==> src/hdl/rle_terrain_map_decoder_macros.svh <==
// Assertion macros for the terrain map run-length decoder.
// Used by rle_terrain_map_decoder.sv; expects clk and rst_n in scope.
`ifndef RLE_TERRAIN_MAP_DECODER_MACROS_SVH
`define RLE_TERRAIN_MAP_DECODER_MACROS_SVH

// Same-cycle implication, checked out of reset
`define RTMD_ASSERT_NOW(label, ante, cons) \
  label: assert property (@(posedge clk) disable iff (!rst_n) (ante) |-> (cons)) \
    else $error("rtmd same-cycle check failed");

// Next-cycle implication, checked out of reset
`define RTMD_ASSERT_NEXT(label, ante, cons) \
  label: assert property (@(posedge clk) disable iff (!rst_n) (ante) |=> (cons)) \
    else $error("rtmd next-cycle check failed");

`endif

==> src/hdl/rtmd_pkg.sv <==
// Shared types, constants and the terrain translation table for the decoder.
// No dependencies; imported by the channel interfaces and the top level.
package rtmd_pkg;

  localparam int unsigned BYTE_W    = 8;
  localparam int unsigned TERRAIN_W = 5;
  localparam int unsigned RUN_W     = 10;
  localparam int unsigned PIX_W     = 24;
  localparam int unsigned SKIP_W    = 13;

  localparam logic [BYTE_W-1:0] MARK_BYTE    = 8'hff;
  localparam logic [BYTE_W-1:0] SYM_MASK     = 8'hfc;
  localparam logic [BYTE_W-1:0] RUN_LOW_MASK = 8'h03;
  localparam int unsigned       HDR_UNIT     = 20;
  localparam int unsigned       HDR_BASE     = 4;

  typedef enum logic [1:0] {
    PH_DONE = 2'd0,
    PH_SKIP = 2'd1,
    PH_LOW  = 2'd2,
    PH_HIGH = 2'd3
  } phase_t;

  // Symbol (6 bits) to terrain code
  function automatic logic [TERRAIN_W-1:0] terrain_of(input logic [5:0] sym);
    logic [TERRAIN_W-1:0] code;
    case (sym) inside
      6'd1, 6'd2, 6'd10:   code = 5'd1;
      6'd3:                code = 5'd3;
      6'd4, [6'd27:6'd32]: code = 5'd5;
      6'd5, 6'd26:         code = 5'd6;
      6'd6:                code = 5'd7;
      6'd7:                code = 5'd14;
      6'd8:                code = 5'd12;
      6'd9:                code = 5'd13;
      [6'd11:6'd18]:       code = 5'd4;
      6'd19:               code = 5'd17;
      6'd24, 6'd25:        code = 5'd2;
      default:             code = 5'd0;
    endcase
    return code;
  endfunction

endpackage

==> src/hdl/rtmd_channels_if.sv <==
// Valid/ready channel interfaces: map bytes in, run records out, config writes.
// Depends on rtmd_pkg for field widths.
interface rtmd_byte_if
  import rtmd_pkg::*;
  ();
  logic              valid;
  logic              ready;
  logic [BYTE_W-1:0] map_byte;
  logic              first;
  modport source (output valid, output map_byte, output first, input ready);
  modport sink   (input valid, input map_byte, input first, output ready);
endinterface

interface rtmd_run_if
  import rtmd_pkg::*;
  ();
  logic                 valid;
  logic                 ready;
  logic [TERRAIN_W-1:0] terrain;
  logic [RUN_W-1:0]     run_length;
  logic                 overrun;
  logic                 last;
  modport source (output valid, output terrain, output run_length, output overrun,
                  output last, input ready);
  modport sink   (input valid, input terrain, input run_length, input overrun,
                  input last, output ready);
endinterface

interface rtmd_cfg_if
  import rtmd_pkg::*;
  ();
  logic             valid;
  logic             ready;
  logic [PIX_W-1:0] data;
  modport source (output valid, output data, input ready);
  modport sink   (input valid, input data, output ready);
endinterface

==> src/hdl/rle_terrain_map_decoder.sv <==
// Terrain collision map run-length decoder, top level.
// Depends on rtmd_pkg, rtmd_channels_if.sv and rle_terrain_map_decoder_macros.svh.
//
//   channel  | dir | carries                                  | transaction when
//   in_if    | in  | map_byte[7:0], first                     | valid && ready
//   out_if   | out | terrain[4:0], run_length[9:0], overrun, last | valid && ready
//   cfg_if   | in  | data[23:0] = pixel_total                 | valid && ready
//
// One map byte is taken per cycle while in_if.ready is high; a run record appears
// in the output register the cycle after the byte that completes its pair.
// The byte path is one pass of counter, compare and table logic into that register.
// in_if.ready drops only while a record sits in the output register untaken.
// cfg_if.ready is always high. Reset (rst_n low, synchronous) clears the phase,
// counters, pixel_total and the output valid.
`include "rle_terrain_map_decoder_macros.svh"

module rle_terrain_map_decoder
  import rtmd_pkg::*;
(
  input  logic   clk,
  input  logic   rst_n,
  rtmd_byte_if.sink   in_if,
  rtmd_run_if.source  out_if,
  rtmd_cfg_if.sink    cfg_if
);

  phase_t               phase_r, phase_nxt;
  logic [SKIP_W-1:0]    skip_left_r, skip_left_nxt;
  logic [BYTE_W-1:0]    held_r, held_nxt;
  logic [PIX_W-1:0]     pixels_done_r, pixels_done_nxt;
  logic [PIX_W-1:0]     pixel_total_r;

  logic                 out_valid_r, out_valid_nxt;
  logic [TERRAIN_W-1:0] terrain_r, terrain_nxt;
  logic [RUN_W-1:0]     run_r, run_nxt;
  logic                 overrun_r, overrun_nxt;
  logic                 last_r, last_nxt;

  logic                 in_acc;
  logic                 out_load;
  logic [PIX_W-1:0]     left;
  logic [RUN_W-1:0]     run_raw;
  logic [SKIP_W-1:0]    hdr_count;

  // Take a byte whenever the output register is free or being emptied
  assign in_if.ready  = !out_valid_r || out_if.ready;
  assign in_acc       = in_if.valid && in_if.ready;
  assign cfg_if.ready = 1'b1;

  // Header length n*20 + 3 further bytes, as shifts and adds
  assign hdr_count = ({5'd0, in_if.map_byte} << 4) + ({5'd0, in_if.map_byte} << 2)
                   + SKIP_W'(HDR_BASE - 1);
  assign left      = pixel_total_r - pixels_done_r;
  assign run_raw   = {in_if.map_byte, held_r[1:0] & RUN_LOW_MASK[1:0]};

  // Next state and result
  always_comb begin
    phase_nxt       = phase_r;
    skip_left_nxt   = skip_left_r;
    held_nxt        = held_r;
    pixels_done_nxt = pixels_done_r;
    out_load        = 1'b0;
    terrain_nxt     = terrain_r;
    run_nxt         = run_r;
    overrun_nxt     = overrun_r;
    last_nxt        = last_r;
    if (in_acc) begin
      if (in_if.first) begin
        pixels_done_nxt = '0;
        held_nxt        = '0;
        skip_left_nxt   = hdr_count;
        phase_nxt       = (hdr_count != '0) ? PH_SKIP : PH_LOW;
      end else begin
        case (phase_r)
          PH_SKIP: begin
            skip_left_nxt = skip_left_r - 1'b1;
            if (skip_left_nxt == '0) phase_nxt = PH_LOW;
          end
          PH_LOW: begin
            held_nxt  = in_if.map_byte;
            phase_nxt = PH_HIGH;
          end
          PH_HIGH: begin
            if (pixels_done_r >= pixel_total_r) begin
              phase_nxt = PH_DONE;
            end else if (held_r == MARK_BYTE && in_if.map_byte == MARK_BYTE) begin
              // end-of-map marker record
              phase_nxt   = PH_DONE;
              out_load    = 1'b1;
              terrain_nxt = '0;
              run_nxt     = '0;
              overrun_nxt = 1'b0;
              last_nxt    = 1'b1;
            end else begin
              out_load    = 1'b1;
              terrain_nxt = terrain_of(6'((held_r & SYM_MASK) >> 2));
              if ({{(PIX_W-RUN_W){1'b0}}, run_raw} > left) begin
                run_nxt     = left[RUN_W-1:0];
                overrun_nxt = 1'b1;
              end else begin
                run_nxt     = run_raw;
                overrun_nxt = 1'b0;
              end
              pixels_done_nxt = pixels_done_r + {{(PIX_W-RUN_W){1'b0}}, run_nxt};
              last_nxt        = ({{(PIX_W-RUN_W){1'b0}}, run_nxt} == left);
              phase_nxt       = last_nxt ? PH_DONE : PH_LOW;
            end
          end
          default: phase_nxt = phase_r;
        endcase
      end
    end
    out_valid_nxt = out_load || (out_valid_r && !out_if.ready);
  end

  // Control state
  always_ff @(posedge clk) begin
    if (!rst_n) begin
      phase_r       <= PH_DONE;
      skip_left_r   <= '0;
      held_r        <= '0;
      pixels_done_r <= '0;
      pixel_total_r <= '0;
      out_valid_r   <= 1'b0;
    end else begin
      phase_r       <= phase_nxt;
      skip_left_r   <= skip_left_nxt;
      held_r        <= held_nxt;
      pixels_done_r <= pixels_done_nxt;
      out_valid_r   <= out_valid_nxt;
      if (cfg_if.valid && cfg_if.ready) pixel_total_r <= cfg_if.data;
    end
  end

  // Result payload register
  always_ff @(posedge clk) begin
    terrain_r <= terrain_nxt;
    run_r     <= run_nxt;
    overrun_r <= overrun_nxt;
    last_r    <= last_nxt;
  end

  assign out_if.valid      = out_valid_r;
  assign out_if.terrain    = terrain_r;
  assign out_if.run_length = run_r;
  assign out_if.overrun    = overrun_r;
  assign out_if.last       = last_r;

  // Checks
  `RTMD_ASSERT_NOW(a_clip_is_last, out_load && overrun_nxt, last_nxt)
  `RTMD_ASSERT_NEXT(a_last_stops, out_load && last_nxt, phase_r == PH_DONE)
  `RTMD_ASSERT_NEXT(a_done_holds, phase_r == PH_DONE && !(in_acc && in_if.first),
                    phase_r == PH_DONE)
  `RTMD_ASSERT_NOW(a_skip_nonzero, phase_r == PH_SKIP, skip_left_r != '0)

endmodule
==> src/flat_wrapper.sv <==
// flat-port wrapper written by rule: the top's interface ports become plain ports
module rle_terrain_map_decoder_flat import rtmd_pkg::*;
  (clk, rst_n, in_if_valid, in_if_map_byte, in_if_first, in_if_ready, out_if_valid, out_if_terrain, out_if_run_length, out_if_overrun, out_if_last, out_if_ready, cfg_if_valid, cfg_if_data, cfg_if_ready);
  rtmd_byte_if in_if_i ();
  rtmd_run_if out_if_i ();
  rtmd_cfg_if cfg_if_i ();
  input  logic clk;
  input  logic rst_n;
  input wire logic [$bits(in_if_i.valid)-1:0] in_if_valid;
  input wire logic [$bits(in_if_i.map_byte)-1:0] in_if_map_byte;
  input wire logic [$bits(in_if_i.first)-1:0] in_if_first;
  output wire logic [$bits(in_if_i.ready)-1:0] in_if_ready;
  output wire logic [$bits(out_if_i.valid)-1:0] out_if_valid;
  output wire logic [$bits(out_if_i.terrain)-1:0] out_if_terrain;
  output wire logic [$bits(out_if_i.run_length)-1:0] out_if_run_length;
  output wire logic [$bits(out_if_i.overrun)-1:0] out_if_overrun;
  output wire logic [$bits(out_if_i.last)-1:0] out_if_last;
  input wire logic [$bits(out_if_i.ready)-1:0] out_if_ready;
  input wire logic [$bits(cfg_if_i.valid)-1:0] cfg_if_valid;
  input wire logic [$bits(cfg_if_i.data)-1:0] cfg_if_data;
  output wire logic [$bits(cfg_if_i.ready)-1:0] cfg_if_ready;
  assign in_if_i.valid = in_if_valid;
  assign in_if_i.map_byte = in_if_map_byte;
  assign in_if_i.first = in_if_first;
  assign in_if_ready = in_if_i.ready;
  assign out_if_valid = out_if_i.valid;
  assign out_if_terrain = out_if_i.terrain;
  assign out_if_run_length = out_if_i.run_length;
  assign out_if_overrun = out_if_i.overrun;
  assign out_if_last = out_if_i.last;
  assign out_if_i.ready = out_if_ready;
  assign cfg_if_i.valid = cfg_if_valid;
  assign cfg_if_i.data = cfg_if_data;
  assign cfg_if_ready = cfg_if_i.ready;
  rle_terrain_map_decoder u_core (.clk(clk), .rst_n(rst_n), .in_if(in_if_i), .out_if(out_if_i), .cfg_if(cfg_if_i));
endmodule
==> config.mk <==
export PLATFORM = sky130hd
export DESIGN_NAME = rle_terrain_map_decoder_flat
export DESIGN_NICKNAME = d
export VERILOG_FILES = /design/src/hdl/rtmd_pkg.sv /design/src/hdl/rtmd_channels_if.sv /design/src/hdl/rle_terrain_map_decoder.sv /design/src/flat_wrapper.sv
export VERILOG_INCLUDE_DIRS = /design/src /design/src/hdl
export SDC_FILE = /design/constraint.sdc
export NUM_CORES = 1
export LEC_CHECK = 0
export BUFFER_PORTS_ARGS = -buffer_cell sky130_fd_sc_hd__buf_2
export CORE_MARGIN = 5
export CORE_UTILIZATION = 50
export DETAILED_ROUTE_END_ITERATION = 8
export GPL_ROUTABILITY_DRIVEN = 0
export PLACE_DENSITY_LB_ADDON = 0.25
export SLEW_MARGIN = 20
export SYNTH_ARGS = -nofsm -noshare
export SYNTH_HDL_FRONTEND = slang
export SYNTH_SLANG_ARGS = --single-unit
export TNS_END_PERCENT = 1
==> constraint.sdc <==
create_clock -name clk -period 14 [get_ports clk]
set_input_delay 0.7 -clock clk [delete_from_list [all_inputs] [get_ports clk]]
set_output_delay 0.7 -clock clk [all_outputs]
set_load 0.01 [all_outputs]
==> results.md, run 1 <==
- Post-route cell area: 7833 µm²
- Startpoint types: flop
- Register area share after synthesis: 27.00%
- Total number of vias: 6,519
- P_int: 481.1 µW
- Share of layout cells above drive strength 1: 10.11%
- Row cnt: 44
- FF-to-FF path depth: 27
- Syn Std Cell Area: 7228 µm²
- GR Util All Layers: 22.36%
- Logic gate share of total power: 31.0%
- Status: finished clean
- Crit path launch: u_core.pixel_total_r[0]
- PortBufs: 56
- CTS H-tree depth: 3
- Clk pwr share: 30.8%
- Final Skew: 10.69 ps
- DP Area: 7561 µm²
- Layout fillers: 1,340
- First-pass DRT Iterations: 7
- Most frequent cells in the layout: dfxtp_1, a21oi_1, nor2_1
- Routed Antenna Nets: 0
- Final wirelength: 18,730 µm
- PwrDens: 93.72 nW/µm²
- Main synth FF type: dfxtp_1
- Leak: 3.246 nW
- R2R Path Start: u_core.pixel_total_r[0]
- Synth area leader: dfxtp_1
- Largest net degree at the start of global routing: 60
- Worst EP required: 14,290 ps
- RSZ-0062 raised after global routing: no
- Routed len/inst: 16.95 µm
- # DRC: 0
- Hold Crit Class: flop to flop
- Initial Util: 50.30%
- Most used cell, CP: a21oi_1
- Skew-Pair Late Insertion Delay: 350 ps
- Max-cap violations: 0
- EDFF count, synth: 17
- Setup Buffers After CTS: 0
- Setup crit end kind: flop
- Grt total ovfl: 0
- Vias per cell: 5.900
- Slew headroom: 38.38%
- Clock Pin Slew Worst Setup and Hold Paths: 60 ps
- Final setup fails: 0
- TritonCTS buffer count: 9
- Final min period: 7498 ps
- Reg power frac: 38.2%
- Top cell type's share of synthesized area: 19.94%
- DRT iter0 DRCs: 695
- Commonest non-fill, non-tap cell in the layout: dfxtp_1
- TritonCTS clock tree: done
- Synth async-reset ratio: 0%
- Crit path kind: flop to flop
- Syn Nets: 990
- Hold path start: u_core.pixels_done_r[20]
- Initial antenna violation count: 0
- Area Overhead vs Synth: 8.361%
- Die W: 130.2 µm
- Area contributors post-synth: dfxtp_1, ha_1, edfxtp_1
- Post_cts resized: 0
- Worst Tran Pin Value: 924.3 ps
- Post-synthesis register bit count: 89
- Hold path depth: 2
- TritonCTS Sinks: 89
- Number of global-route vias before repair: 5,824
- Synth cell types: 80
- Core area: 14,370 µm²
- Num ports: 58
- Yosys Warn Count: 0
- Net Sw Power: 253.0 µW
- Final Hold Fails: 0
- Fmax: 0.1334 GHz
- Setup TNS Final: 0 ps
- Die Y: 130.2 µm
- CP max FO: 15
- NumNets Final: 1,012
- Hold Buf Count CTS: 0
- Mean post-synth cell area: 8.094 µm²
- DIE AREA: 16,960 µm²
- Net Sw Frac: 34.46%
- DP HPWL: 14,260 µm
- Crit path largest cell delay: 760 ps
- Mapped Cells: 893
- Maximum vdd drop: 59.61 µV
- First-pass GRT wire length: 30,240 µm
- Buffer depth of the longest clock path: 2
- Root buffer cell: clkbuf_16
- Worst Path Arrival: 7790 ps
- Fin crit share: 53.55%
- Slowest CP cell: and2_1
- Final count of pins violating max slew: 0
-- through the flow --
stage	instances	power, mW	utilization (%)	hold WS [ps]	setup slack (ps)
5_1_grt	1104	0.7753	54.49	524.7	5925
2_1_floorplan	893	0.4530	-	461.4	7949
6_report	1105	0.7341	54.51	500.8	6502
4_1_cts	1104	0.7336	54.47	500.0	6536
3_5_place_dp	1088	0.5078	52.62	491.1	6575
3_3_place_gp	1088	0.5072	52.62	484.7	6672
-- critical path: cells and delay by family, from the launching register on --
family	cells	cell delay [ps]
AOI/OAI and AO/OA	10	2090
xor gates and xnor gates	1	370
adders and majority gates	4	1250
buffers and inverters	2	150
DFF	1	360
muxes	1	420
and+or+nand+nor	9	2790
-- worst paths after layout --
| path | end | slack, ps |
|---|---|---|
| max reg2reg | u_core.pixels_done_r[23] | 6500 |
| min reg2reg | u_core.pixels_done_r[20] | 500 |
| min | u_core.pixels_done_r[20] | 500 |
| max | u_core.pixels_done_r[23] | 6500 |
-- per-layer routing --
layer / wire length (µm) / track usage, % / up-vias
li1: - / - / 3292
met1: 9384 / 34.60 / 3001
met2: 7700 / 32.08 / 204
met3: 1385 / 3.889 / 22
met4: 258 / 5.196 / 0
met5: 0 / 0 / -
-- cells in the mapped netlist (9+ instances only) --
library cell / instances
nor4_1: 11
clkbuf_1: 34
a22oi_1: 12
o211ai_1: 10
a21oi_1: 66
inv_1: 57
nor3_1: 27
and2_1: 10
o21ai_0: 47
nand3_1: 18
xor2_1: 20
edfxtp_1: 17
nor2_1: 65
xnor2_1: 29
mux2i_1: 36
ha_1: 56
nand2b_1: 9
nor2b_1: 50
a21o_1: 24
nand4_1: 14
o21a_1: 9
dfxtp_1: 72
nand2_1: 59
nor3b_1: 10
-- power groups by stage --
stage / logic [mW] / clock network [mW] / registers (mW)
2_1_floorplan: 0.171 / 0 / 0.282
3_3_place_gp: 0.221 / 0 / 0.286
3_5_place_dp: 0.222 / 0 / 0.286
4_1_cts: 0.223 / 0.230 / 0.280
5_1_grt: 0.252 / 0.241 / 0.282
6_report: 0.227 / 0.226 / 0.281
-- cell type report --
cell class,count,area [µm²],share of cell area (%)
Clock buffer,11,232.7,2.971
Sequential cell,89,1952,24.92
Clock inverter,5,32.53,0.4153
Multi-Input combinational cell,699,4866,62.12
Timing Repair Buffer,59,302.8,3.866
Inverter,57,214.0,2.732
Antenna cell,1,2.502,0.03195
Tap cell,184,230.2,2.939
-- logic make-up after synthesis --
logic type                 synth area share [%]
AOI/OAI and AO/OA                         21.31
other                                   0.05188
muxes                                     6.076
buffers and inverters                     5.833
and+or+nand+nor                           23.13
adders and majority gates                 10.66
DFF                                       27.00
xor gates and xnor gates                  5.937
-- state kept, by name, indices dropped and copies added (netlist names) --
name                      cells
u_core.pixel_total_r         24
u_core.out_if.overrun         1
u_core.phase_r                2
u_core.skip_left_r           13
u_core.pixels_done_r         24
u_core.out_if.last            1
u_core.held_r                 8
u_core.out_if.run_length     10
u_core.out_if.terrain         5
u_core.out_if.valid           1
Note: power is estimated with default switching activity, not from simulation.
==> inputs of run 2 (changes only) <==
==> constraint.sdc (replaced) <==
create_clock -name clk -period 7.4 [get_ports clk]
set_input_delay 0.37 -clock clk [delete_from_list [all_inputs] [get_ports clk]]
set_output_delay 0.37 -clock clk [all_outputs]
set_load 0.01 [all_outputs]
==> results.md, run 2 (synthesis gave the netlist of run 1 again) <==
- Routed len/inst: 17.02 µm (was 16.95 µm)
- PwrDens: 178.4 nW/µm² (was 93.72 nW/µm²)
- Setup crit end kind: flop (unchanged)
- Area Overhead vs Synth: 8.967% (was 8.361%)
- Final count of pins violating max slew: 0 (unchanged)
- Final Non-Filler Cells: 1,108 (was 1,105)
- NumNets Final: 1,016 (was 1,012)
- Skew-Pair Late Insertion Delay: 350 ps (about the same)
- Setup WS pre-CTS: 729.2 ps (was 6575 ps)
- Setup Buffers After CTS: 0 (unchanged)
- # DRC: 0 (unchanged)
- Startpoint types: flop (unchanged)
- TritonCTS Sinks: 89 (unchanged)
- Regs by FF count: u_core.pixel_total_r: 24 flops, u_core.pixels_done_r: 24 flops, u_core.skip_left_r: 13 flops (unchanged)
- TritonCTS clock tree: done (unchanged)
- Post-route cell area: 7876 µm² (was 7833 µm²)
- First-pass DRT Iterations: 6 (was 7)
- Initial antenna violation count: 0 (unchanged)
- Root buffer cell: clkbuf_16 (unchanged)
- Total number of vias: 6,497 (was 6,519)
- DP Area: 7591 µm² (was 7561 µm²)
- Core area: 14,370 µm² (unchanged)
- DIE AREA: 16,960 µm² (unchanged)
- Commonest non-fill, non-tap cell in the layout: dfxtp_1 (unchanged)
- CTS H-tree depth: 3 (unchanged)
- Crit path kind: flop to flop (unchanged)
- Slowest CP cell: nor4b_2 (was and2_1)
- Setup TNS Final: 0 ps (unchanged)
- Initial Util: 50.30% (unchanged)
- Clock Pin Slew Worst Setup and Hold Paths: 60 ps (about the same)
- Largest net degree at the start of global routing: 60 (unchanged)
- Num ports: 58 (unchanged)
- Share of layout cells above drive strength 1: 10.61% (was 10.11%)
- DRT iter0 DRCs: 585 (was 695)
- Buffer depth of the longest clock path: 2 (unchanged)
- Final setup fails: 0 (unchanged)
- Grt total ovfl: 0 (unchanged)
- Fmax: 0.1492 GHz (was 0.1334 GHz)
- Max-cap violations: 0 (unchanged)
- Overall Power: 1.405 mW (was 734.1 µW)
- Die W: 130.2 µm (unchanged)
- Vias per cell: 5.864 (was 5.900)
- First-pass GRT wire length: 30,570 µm (was 30,240 µm)
- RSZ-0062 raised after global routing: no (unchanged)
- Status: finished clean (unchanged)
- Hold Crit Class: input port to flop (was flop to flop)
- # placed instances: 1,092 (was 1,088)
- Final wirelength: 18,860 µm (was 18,730 µm)
- Final Skew: 8.956 ps (was 10.69 ps)
- Diode count: 0 (was 1)
- Worst Path Arrival: 7000 ps (was 7790 ps)
- Slew headroom: 38.81% (was 38.38%)
- Crit path largest cell delay: 680 ps (was 760 ps)
- DP HPWL: 14,430 µm (was 14,260 µm)
- Worst EP required: 7700 ps (was 14,290 ps)
- Final min period: 6703 ps (was 7498 ps)
- Leak: 3.271 nW (was 3.246 nW)
- Fin Hold WS: 269.6 ps (was 500.8 ps)
- Die Y: 130.2 µm (unchanged)
- Fin crit share: 90.58% (was 53.55%)
- Fin util: 54.82% (was 54.51%)
- Post_cts resized: 0 (unchanged)
- Worst Tran Pin Value: 917.8 ps (was 924.3 ps)
- Row cnt: 44 (unchanged)
- Worst setup margin: 697.2 ps (was 6502 ps)
- TritonCTS buffer count: 9 (unchanged)
- CP max FO: 13 (was 15)
- GR Util All Layers: 22.66% (was 22.36%)
- Routed Antenna Nets: 0 (unchanged)
- Maximum vdd drop: 106.1 µV (was 59.61 µV)
- Number of global-route vias before repair: 5,907 (was 5,824)
- PortBufs: 56 (unchanged)
- Most frequent cells in the layout: dfxtp_1, a21oi_1, nor2_1 (unchanged)
- Hold Buf Count CTS: 0 (unchanged)
- Final Hold Fails: 0 (unchanged)
## run 2: per-layer routing
metal  part of all wire [%]  track usage (%)
met1                     50            34.37
met2                     42            33.16
met3                    6.6            3.234
met4                    1.5            6.663
met5                      0                0
## run 2: worst max-delay path, delay by kind of cell (launching register included)
family,cells,cell delay [ps]
AO/OA/AOI/OAI,6,1510
XOR/XNOR,1,380
adder cells (fa/ha/maj),3,1070
buffers and inverters,4,470
flip-flops,1,360
multiplexers,1,370
AND/OR/NAND/NOR,10,2470
## run 2: cell type report
class	instances	area, µm²
clock buffer	11	242.7
clock inverter	5	38.79
fill	1406	6492
inverter	57	214.0
multi-input combinational	699	4866
sequential	89	1952
tap	184	230.2
timing repair buffer	63	332.8
## run 2: path summary, 6_finish.rpt
kind	from	endpoint	slack, ps	cells past startpoint
max	u_core.pixels_done_r[4]	u_core.pixels_done_r[23]	700	25
min	cfg_if_data[23]	u_core.pixel_total_r[23]	270	3
max reg2reg	u_core.pixels_done_r[4]	u_core.pixels_done_r[23]	700	25
min reg2reg	u_core.pixels_done_r[20]	u_core.pixels_done_r[20]	490	2
## run 2: where the power goes
group,switching [mW],internal (mW)
clock,0.204,0.239
combinational,0.258,0.173
sequential,0.0195,0.512
